$ cat config.mk
export PLATFORM = sky130hd
export DESIGN_NAME = bresenham_line_stepper_unit
export DESIGN_NICKNAME = d
export VERILOG_FILES = /design/src/rtl/bls_pkg.sv /design/src/rtl/bresenham_line_stepper_unit.sv /design/src/rtl/bls_front.sv /design/src/rtl/bls_queue.sv /design/src/rtl/bls_back.sv
export SDC_FILE = /design/constraint.sdc
export NUM_CORES = 1
export LEC_CHECK = 0
export ABC_AREA = 1
export BUFFER_PORTS_ARGS = -buffer_cell sky130_fd_sc_hd__clkbuf_2
export CAP_MARGIN = 40
export CORE_MARGIN = 2
export CORE_UTILIZATION = 60
export CTS_BUF_LIST = sky130_fd_sc_hd__clkbuf_4
export DETAILED_ROUTE_END_ITERATION = 8
export PLACE_DENSITY = 0.87
export RECOVER_POWER = 50
export SLEW_MARGIN = 40
export SYNTH_ARGS = -nofsm -noshare
export SYNTH_HDL_FRONTEND = slang
export SYNTH_SLANG_ARGS = --single-unit
$ cat constraint.sdc
create_clock -name i_clk -period 9.45 [get_ports i_clk]
set_input_delay 0.945 -clock i_clk [delete_from_list [all_inputs] [get_ports i_clk]]
set_output_delay 0.945 -clock i_clk [all_outputs]
set_load 0.01 [all_outputs]
$ cat src/rtl/bls_pkg.sv
// shared types and constants of the line stepper
package bls_pkg;

    localparam int COORD_BITS  = 8;
    localparam int COUNT_BITS  = COORD_BITS + 1;
    localparam int ERR_BITS    = COORD_BITS + 3;
    localparam int Q_DEPTH     = 2;
    localparam int Q_PTR_BITS  = (Q_DEPTH > 1) ? $clog2(Q_DEPTH) : 1;
    localparam int Q_CNT_BITS  = $clog2(Q_DEPTH + 1);

    localparam logic ACT_LOAD = 1'b0;
    localparam logic ACT_STEP = 1'b1;

    typedef logic [COORD_BITS-1:0] t_coord;

    typedef struct packed {
        logic mir_y;
        logic mir_x;
        logic swap;
    } t_flags;

    // one queued item, already classified and set up
    typedef struct packed {
        logic   is_step;
        t_coord origin_x;
        t_coord origin_y;
        t_coord major_len;
        t_coord minor_len;
        t_flags flags;
    } t_cmd;

    typedef struct packed {
        logic full;
        logic not_empty;
    } t_q_stat;

endpackage

$ cat src/rtl/bresenham_line_stepper_unit.sv
// top level of the bresenham line stepper
// Integer Bresenham line walker for all octants. A load item (action 0) takes
// the start and end points, works out the absolute deltas, the mirror flags
// and the steep swap, and gives no result. Each step item (action 1) gives
// one pixel with is_last marking the final one; a line of major delta N gives
// exactly N pixels, the end point itself excluded, and a step on an exhausted
// or zero-length line gives nothing. Rate: one item per clock sustained, load
// or step alike. An item passes through the combinational front end into a
// two-entry queue, and its pixel appears in the output register the cycle
// after the back end takes it from the queue. The back end's single
// add-and-compare error update sets the step rate; a stalled output holds
// the back end and, once the queue is full, the input side.
module bresenham_line_stepper_unit (
    input  logic            i_clk,
    input  logic            i_rst_n,
    // item input channel
    input  logic            i_valid,
    output logic            o_ready,
    input  logic            i_action,
    input  bls_pkg::t_coord i_start_x,
    input  bls_pkg::t_coord i_start_y,
    input  bls_pkg::t_coord i_end_x,
    input  bls_pkg::t_coord i_end_y,
    // pixel output channel
    output logic            o_valid,
    input  logic            i_ready,
    output bls_pkg::t_coord o_pixel_x,
    output bls_pkg::t_coord o_pixel_y,
    output logic            o_is_last
);
    import bls_pkg::*;

    t_cmd    front_cmd;
    t_cmd    q_cmd;
    t_q_stat q_stat;
    logic    q_push;
    logic    q_pop;

    // classify and set up in the front end
    bls_front u_front (
        .i_action  (i_action),
        .i_start_x (i_start_x),
        .i_start_y (i_start_y),
        .i_end_x   (i_end_x),
        .i_end_y   (i_end_y),
        .o_cmd     (front_cmd)
    );

    // input is taken whenever the queue has room
    assign o_ready = !q_stat.full;
    assign q_push  = i_valid && o_ready;

    bls_queue u_queue (
        .i_clk       (i_clk),
        .i_rst_n     (i_rst_n),
        .i_push      (q_push),
        .i_push_data (front_cmd),
        .i_pop       (q_pop),
        .o_pop_data  (q_cmd),
        .o_stat      (q_stat)
    );

    // walk the line and hold the pixel until taken
    bls_back u_back (
        .i_clk       (i_clk),
        .i_rst_n     (i_rst_n),
        .i_cmd_valid (q_stat.not_empty),
        .i_cmd       (q_cmd),
        .o_cmd_pop   (q_pop),
        .o_valid     (o_valid),
        .i_ready     (i_ready),
        .o_pixel_x   (o_pixel_x),
        .o_pixel_y   (o_pixel_y),
        .o_is_last   (o_is_last)
    );

    // an item pushed into an empty queue is visible there next cycle
    assert property (@(posedge i_clk) disable iff (!i_rst_n)
        (q_push && !q_stat.not_empty) |=> q_stat.not_empty)
        else $error("queue lost an item pushed while empty");

    // a new pixel only appears after a queue entry was consumed
    assert property (@(posedge i_clk) disable iff (!i_rst_n)
        $rose(o_valid) |-> $past(q_pop))
        else $error("pixel appeared without a queued item");

    // back pressure on the input only comes from a filled queue, so never while it is empty
    assert property (@(posedge i_clk) disable iff (!i_rst_n)
        !o_ready |-> q_stat.not_empty)
        else $error("input stalled while queue is empty");

endmodule

$ cat src/rtl/bls_front.sv
// front end: classifies items and computes line setup for loads
module bls_front (
    input  logic                 i_action,
    input  bls_pkg::t_coord      i_start_x,
    input  bls_pkg::t_coord      i_start_y,
    input  bls_pkg::t_coord      i_end_x,
    input  bls_pkg::t_coord      i_end_y,
    output bls_pkg::t_cmd        o_cmd
);
    import bls_pkg::*;

    logic   neg_x;
    logic   neg_y;
    t_coord adx;
    t_coord ady;
    logic   steep;

    always_comb begin
        neg_x = i_end_x < i_start_x;
        neg_y = i_end_y < i_start_y;
        adx   = neg_x ? (i_start_x - i_end_x) : (i_end_x - i_start_x);
        ady   = neg_y ? (i_start_y - i_end_y) : (i_end_y - i_start_y);
        steep = ady > adx;

        o_cmd.is_step     = (i_action == ACT_STEP);
        o_cmd.origin_x    = i_start_x;
        o_cmd.origin_y    = i_start_y;
        o_cmd.major_len   = steep ? ady : adx;
        o_cmd.minor_len   = steep ? adx : ady;
        o_cmd.flags.swap  = steep;
        o_cmd.flags.mir_x = neg_x;
        o_cmd.flags.mir_y = neg_y;
    end

endmodule

$ cat src/rtl/bls_queue.sv
// short item queue between front and back
module bls_queue (
    input  logic             i_clk,
    input  logic             i_rst_n,
    input  logic             i_push,
    input  bls_pkg::t_cmd    i_push_data,
    input  logic             i_pop,
    output bls_pkg::t_cmd    o_pop_data,
    output bls_pkg::t_q_stat o_stat
);
    import bls_pkg::*;

    t_cmd                  r_mem [Q_DEPTH];
    logic [Q_PTR_BITS-1:0] r_wr_ptr;
    logic [Q_PTR_BITS-1:0] r_rd_ptr;
    logic [Q_CNT_BITS-1:0] r_count;

    function automatic logic [Q_PTR_BITS-1:0] ptr_inc(input logic [Q_PTR_BITS-1:0] p);
        logic [Q_PTR_BITS-1:0] res;
        res = (p == Q_PTR_BITS'(Q_DEPTH - 1)) ? '0 : p + 1'b1;
        return res;
    endfunction

    always_ff @(posedge i_clk) begin
        if (i_push) begin
            r_mem[r_wr_ptr] <= i_push_data;
        end
    end

    always_ff @(posedge i_clk) begin
        if (!i_rst_n) begin
            r_wr_ptr <= '0;
            r_rd_ptr <= '0;
            r_count  <= '0;
        end else begin
            if (i_push) begin
                r_wr_ptr <= ptr_inc(r_wr_ptr);
            end
            if (i_pop) begin
                r_rd_ptr <= ptr_inc(r_rd_ptr);
            end
            case ({i_push, i_pop})
                2'b10:   r_count <= r_count + 1'b1;
                2'b01:   r_count <= r_count - 1'b1;
                default: r_count <= r_count;
            endcase
        end
    end

    assign o_pop_data       = r_mem[r_rd_ptr];
    assign o_stat.full      = (r_count == Q_CNT_BITS'(Q_DEPTH));
    assign o_stat.not_empty = (r_count != '0);

endmodule

$ cat src/rtl/bls_back.sv
// back end: line walk state, error update and output register
module bls_back (
    input  logic            i_clk,
    input  logic            i_rst_n,
    input  logic            i_cmd_valid,
    input  bls_pkg::t_cmd   i_cmd,
    output logic            o_cmd_pop,
    output logic            o_valid,
    input  logic            i_ready,
    output bls_pkg::t_coord o_pixel_x,
    output bls_pkg::t_coord o_pixel_y,
    output logic            o_is_last
);
    import bls_pkg::*;

    t_coord                 r_origin_x;
    t_coord                 r_origin_y;
    t_coord                 r_major_len;
    t_coord                 r_minor_len;
    logic [COUNT_BITS-1:0]  r_major_count;
    t_coord                 r_minor_count;
    logic signed [ERR_BITS-1:0] r_err;
    t_flags                 r_flags;

    logic                   r_out_valid;
    t_coord                 r_pixel_x;
    t_coord                 r_pixel_y;
    logic                   r_is_last;

    logic                   out_free;
    logic                   pop;
    logic                   emit;
    logic                   has_pixel;
    t_coord                 off_x;
    t_coord                 off_y;
    t_coord                 n_pixel_x;
    t_coord                 n_pixel_y;
    logic                   n_is_last;
    logic signed [ERR_BITS-1:0] two_minor;
    logic signed [ERR_BITS-1:0] two_major;
    logic signed [ERR_BITS-1:0] n_err;
    logic signed [ERR_BITS-1:0] load_err;

    always_comb begin
        out_free  = !r_out_valid || i_ready;
        pop       = i_cmd_valid && out_free;
        has_pixel = r_major_count < {1'b0, r_major_len};
        emit      = pop && i_cmd.is_step && has_pixel;

        off_x = r_flags.swap ? r_minor_count : r_major_count[COORD_BITS-1:0];
        off_y = r_flags.swap ? r_major_count[COORD_BITS-1:0] : r_minor_count;
        n_pixel_x = r_flags.mir_x ? (r_origin_x - off_x) : (r_origin_x + off_x);
        n_pixel_y = r_flags.mir_y ? (r_origin_y - off_y) : (r_origin_y + off_y);
        n_is_last = (r_major_count + 1'b1) == {1'b0, r_major_len};

        two_minor = $signed({2'b00, r_minor_len, 1'b0});
        two_major = $signed({2'b00, r_major_len, 1'b0});
        n_err     = (r_err > 0) ? (r_err - two_major + two_minor) : (r_err + two_minor);

        load_err  = $signed({2'b00, i_cmd.minor_len, 1'b0})
                  - $signed({3'b000, i_cmd.major_len});
    end

    // line state
    always_ff @(posedge i_clk) begin
        if (!i_rst_n) begin
            r_origin_x    <= '0;
            r_origin_y    <= '0;
            r_major_len   <= '0;
            r_minor_len   <= '0;
            r_major_count <= '0;
            r_minor_count <= '0;
            r_err         <= '0;
            r_flags       <= '0;
        end else if (pop && !i_cmd.is_step) begin
            r_origin_x    <= i_cmd.origin_x;
            r_origin_y    <= i_cmd.origin_y;
            r_major_len   <= i_cmd.major_len;
            r_minor_len   <= i_cmd.minor_len;
            r_major_count <= '0;
            r_minor_count <= '0;
            r_err         <= load_err;
            r_flags       <= i_cmd.flags;
        end else if (emit) begin
            r_major_count <= r_major_count + 1'b1;
            if (r_err > 0) begin
                r_minor_count <= r_minor_count + 1'b1;
            end
            r_err <= n_err;
        end
    end

    // output register
    always_ff @(posedge i_clk) begin
        if (!i_rst_n) begin
            r_out_valid <= 1'b0;
        end else if (emit) begin
            r_out_valid <= 1'b1;
        end else if (i_ready) begin
            r_out_valid <= 1'b0;
        end
    end

    always_ff @(posedge i_clk) begin
        if (emit) begin
            r_pixel_x <= n_pixel_x;
            r_pixel_y <= n_pixel_y;
            r_is_last <= n_is_last;
        end
    end

    assign o_cmd_pop = pop;
    assign o_valid   = r_out_valid;
    assign o_pixel_x = r_pixel_x;
    assign o_pixel_y = r_pixel_y;
    assign o_is_last = r_is_last;

endmodule
==> flow_results.org <==
** GRT
- The first global-routing pass estimated 37630 um of wire.
- Pin count of the biggest net entering global routing :: 39
- Grt total ovfl :: 0
- The initial antenna violation count is 1.
- All-layer global routing usage :: 25.80%
- The via count of the first global-routing pass was 7995.

** Layout
- Leaving out fill and tap cells, the most frequent cells in the layout are nand2_1 (329), inv_1 (190), edfxtp_1 (89), ha_1 (88), a21oi_1 (86).
- Sequential cell area in the final layout :: 0.004055 mm^2
- Fraction of layout cells with a size suffix above 1 :: 5.934%
- Synth-to-layout area growth :: 6.270%
- Net count reported at finish :: 1494
- Multi-input combinational cell area :: 0.005499 mm^2
- Final design instance area without fill :: 0.01115 mm^2
- Post-layout utilization of the core :: 64.94%
- The library cell used most frequently in the layout, excluding fill and tap cells, is nand2_1.
- Total of fill cells in the finished design :: 1403

** Critical path
- The worst setup path is launched from a register.
- Data required time of the critical path :: 9.92 ns
- STA classifies the critical path endpoint as a register.
- Data arrives at the worst endpoint at 5.43 ns.
- The worst setup path is of the reg2reg kind.
- Crit path max fanout :: 38

** Placement
- Quantity of I/O buffers inserted on ports :: 55
- Area post-placement :: 0.01095 mm^2
- GP Congestion :: 0.8778
- DP HPWL :: 17480 um
- Post-Place Setup Slack :: 4.898 ns

** Synth
- For this run, the leading register cell type out of synthesis is edfxtp_1.
- Summed over all instances, the cell type with the most area after synthesis is edfxtp_1.
- Counting distinct cell types in the post-synthesis netlist gives 45.
- Counting flops with a built-in enable in the synthesized netlist gives 89.
- Ranked by total cell area, the synthesized netlist is headed by edfxtp_1 (25%), dfxtp_1 (13%), nand2_1 (12%), ha_1 (10%), inv_1 (6.8%).
- Synthesis produced a netlist with a net count of 1445.
- Proportion of register bits with asynchronous set or reset after synthesis :: 0%
- Summing every instance area after synthesis gives 0.01050 mm^2.
- The share of the Yosys chip area taken by registers is 38.62%.
- Synthesis produced a netlist whose cell count is 1303.
- Post-synthesis register bit count :: 158
- Yosys warns :: 0
- The share of synthesized area in the top cell type comes to 25.46%.
- Each instance of the synthesized netlist takes up on average 8.056 um^2.

** Power
- For this design the static power due to leakage is 5.218 nW.
- Worst IR Drop VDD :: 0.0001874 V
- Cell area power density :: 371.1 mW/mm^2

** STA
- Setup-violating endpoint count in the final report :: 0
- Headroom to the max-slew limit came out at -49.12%.
- For the pin with the worst max-slew slack, the measured transition is 2.237 ns.
- The clock arrives with 0.02219 ns of skew.
- Crit share post-route :: 52.48%
- The worst path meets setup with 4.491 ns of slack.
- Setup TNS :: 0 ns
- Fin crit period :: 4.959 ns
- Number of max-slew violations in the final report :: 59
- Highest attainable clock frequency :: 201.6 MHz
- Setup repair after global routing left no endpoint under its margin.
- WHS :: 0.4616 ns
- The number of hold-slack violations in the final timing report was 0.

** Clocking
- TritonCTS built the clock tree.
- The clock passes through at most 2 buffers.
- Cts repair resizes :: 0
- Clock network latency to the later pin of the worst-skew pair :: 0.59 ns
- Post-CTS timing repair inserted 0 buffers for setup.
- Number of buffers created by CTS :: 17
- Clock net sink count :: 158
- The H-tree generated during clock tree synthesis spans 4 levels.
- The tree is rooted in a clkbuf_4.
- After clock tree synthesis, the clock-pin slew on the worst setup and hold paths is 0.12 ns.
- The number of hold buffers added after CTS was 0.

** Floorplanning
- Die Y :: 136.3 um
- The die covers 0.01857 mm^2.
- Width of the chip :: 136.3 um
- Area inside the core boundary :: 0.01718 mm^2
- After floorplanning, the core was divided into 48 placement rows.
- I/O Pins :: 56
- The initial utilization of the core area, before any placement, comes to 61.11%.

** Flow run
- Across the run, the number of max-cap violations was 2.

** Drt
- Once detail routing completed, the nets flagged for antenna violations numbered 0.
- Via count :: 8675
- Vias per cell :: 5.453
- After detailed routing, the number of remaining DRC violations is 0.
- Number of violations reported at the end of detailed-routing iteration 0 :: 909
- Routed WL per cell :: 14.47 um
- The first TritonRoute pass finished after 8 iterations.
- Drt total wl :: 23020 um

** Run status
- The flow ran to the end, but the final reports show violations.
- The checks that failed: max-capacitance violations, max-slew violations.

** Hold path
- The min-delay analysis places its worst path in the category reg2reg.
## synthesized netlist by cell type, types with 5 or more instances
library cell	number
o32ai_1	6
clkbuf_1	7
nand4_1	9
fa_1	17
ha_1	88
edfxtp_1	89
inv_2	9
inv_1	190
buf_2	15
o21ai_0	71
a21oi_1	86
xor2_1	51
nand3b_1	8
o21bai_1	6
nor3_1	11
nor2_1	72
o22ai_1	8
a21o_1	5
mux2i_1	19
o21ai_1	16
nand3_1	78
nand2_1	328
dfxtp_1	69
xnor2_1	9
## path summary, 6_finish.rpt
path	cells past startpoint	start	endpoint	slack (ns)
setup / recovery	16	register	u_back.r_err[8]	4.49
hold / removal	1	u_queue.r_rd_ptr	register	0.46
setup reg to reg	16	register	u_back.r_err[8]	4.49
hold reg to reg	1	u_queue.r_rd_ptr	register	0.46
## sequential cells by signal (all words and copies together) (netlist names), 2 cells and up, named ones only
register and cells:
u_back.o_pixel_y 8, u_back.r_err 11, u_back.r_flags 3, u_back.r_major_len 8
u_queue.r_mem 72, u_back.r_minor_len 8, u_back.o_pixel_x 8, u_queue.r_count 2
u_back.r_origin_x 8, u_back.r_major_count 9, u_back.r_minor_count 8, u_back.r_origin_y 8
## through the flow
| stage | power, mW | std cells |
|---|---|---|
| after detailed placement | 3.696 | 1558 |
| after global placement | 3.593 | 1556 |
| after global routing | 4.534 | 1591 |
| after floorplan | 3.116 | 1303 |
| after CTS | 4.136 | 1590 |
| final | 4.140 | 1591 |
## worst max-delay path: stages, from the launching register on
cell and delay, ns:
dfxtp_2 0.33, clkbuf_1 1.58, inv_1 0.85, or2_2 0.53, o21ai_0 0.19, inv_1 0.12
fa_1 0.37, inv_1 0.11, nand3_1 0.08, nand2_1 0.13, nand2_1 0.10, nand2_1 0.08
nand2_1 0.05, nand3_1 0.09, nand2_1 0.06, a21oi_1 0.13, nor2_1 0.05
## metal layers
metal | track usage (%) | up-vias | wire, um | part of all wire [%]
met4 | 9.433 | 0 | 542 | 2.4
met2 | 43.08 | 317 | 11040 | 48
met5 | 0 | - | 0 | 0
li1 | - | 4372 | - | -
met1 | 33.84 | 3934 | 10010 | 43
met3 | 4.251 | 52 | 1422 | 6.2
## power breakdown
group / switching [mW] / internal, mW / leakage (nW) / total (mW)
Clock: 0.265 / 0.165 / 0.162 / 0.431
Sequential: 0.108 / 1.02 / 1.39 / 1.13
Combinational: 1.66 / 0.921 / 3.66 / 2.58
Total: 2.03 / 2.11 / 5.22 / 4.14
## area by class of cell
type,instances,area share [%]
tap,225,2.524
timing repair buffer,59,2.322
antenna,1,0.02243
clock inverter,15,1.582
multi-input combinational,916,49.30
clock buffer,17,1.144
sequential,158,36.35
inverter,200,6.753
## cell families after synthesis
group	Yosys count	share of synthesized area [%]
xor gates and xnor gates	60	5.007
buffers and inverters	229	8.785
AOI/OAI and AO/OA	211	11.03
and+or+nand+nor	521	21.02
muxes	19	1.812
adders and majority gates	105	13.73
DFF	158	38.62
(Power assumes the default switching activity.)
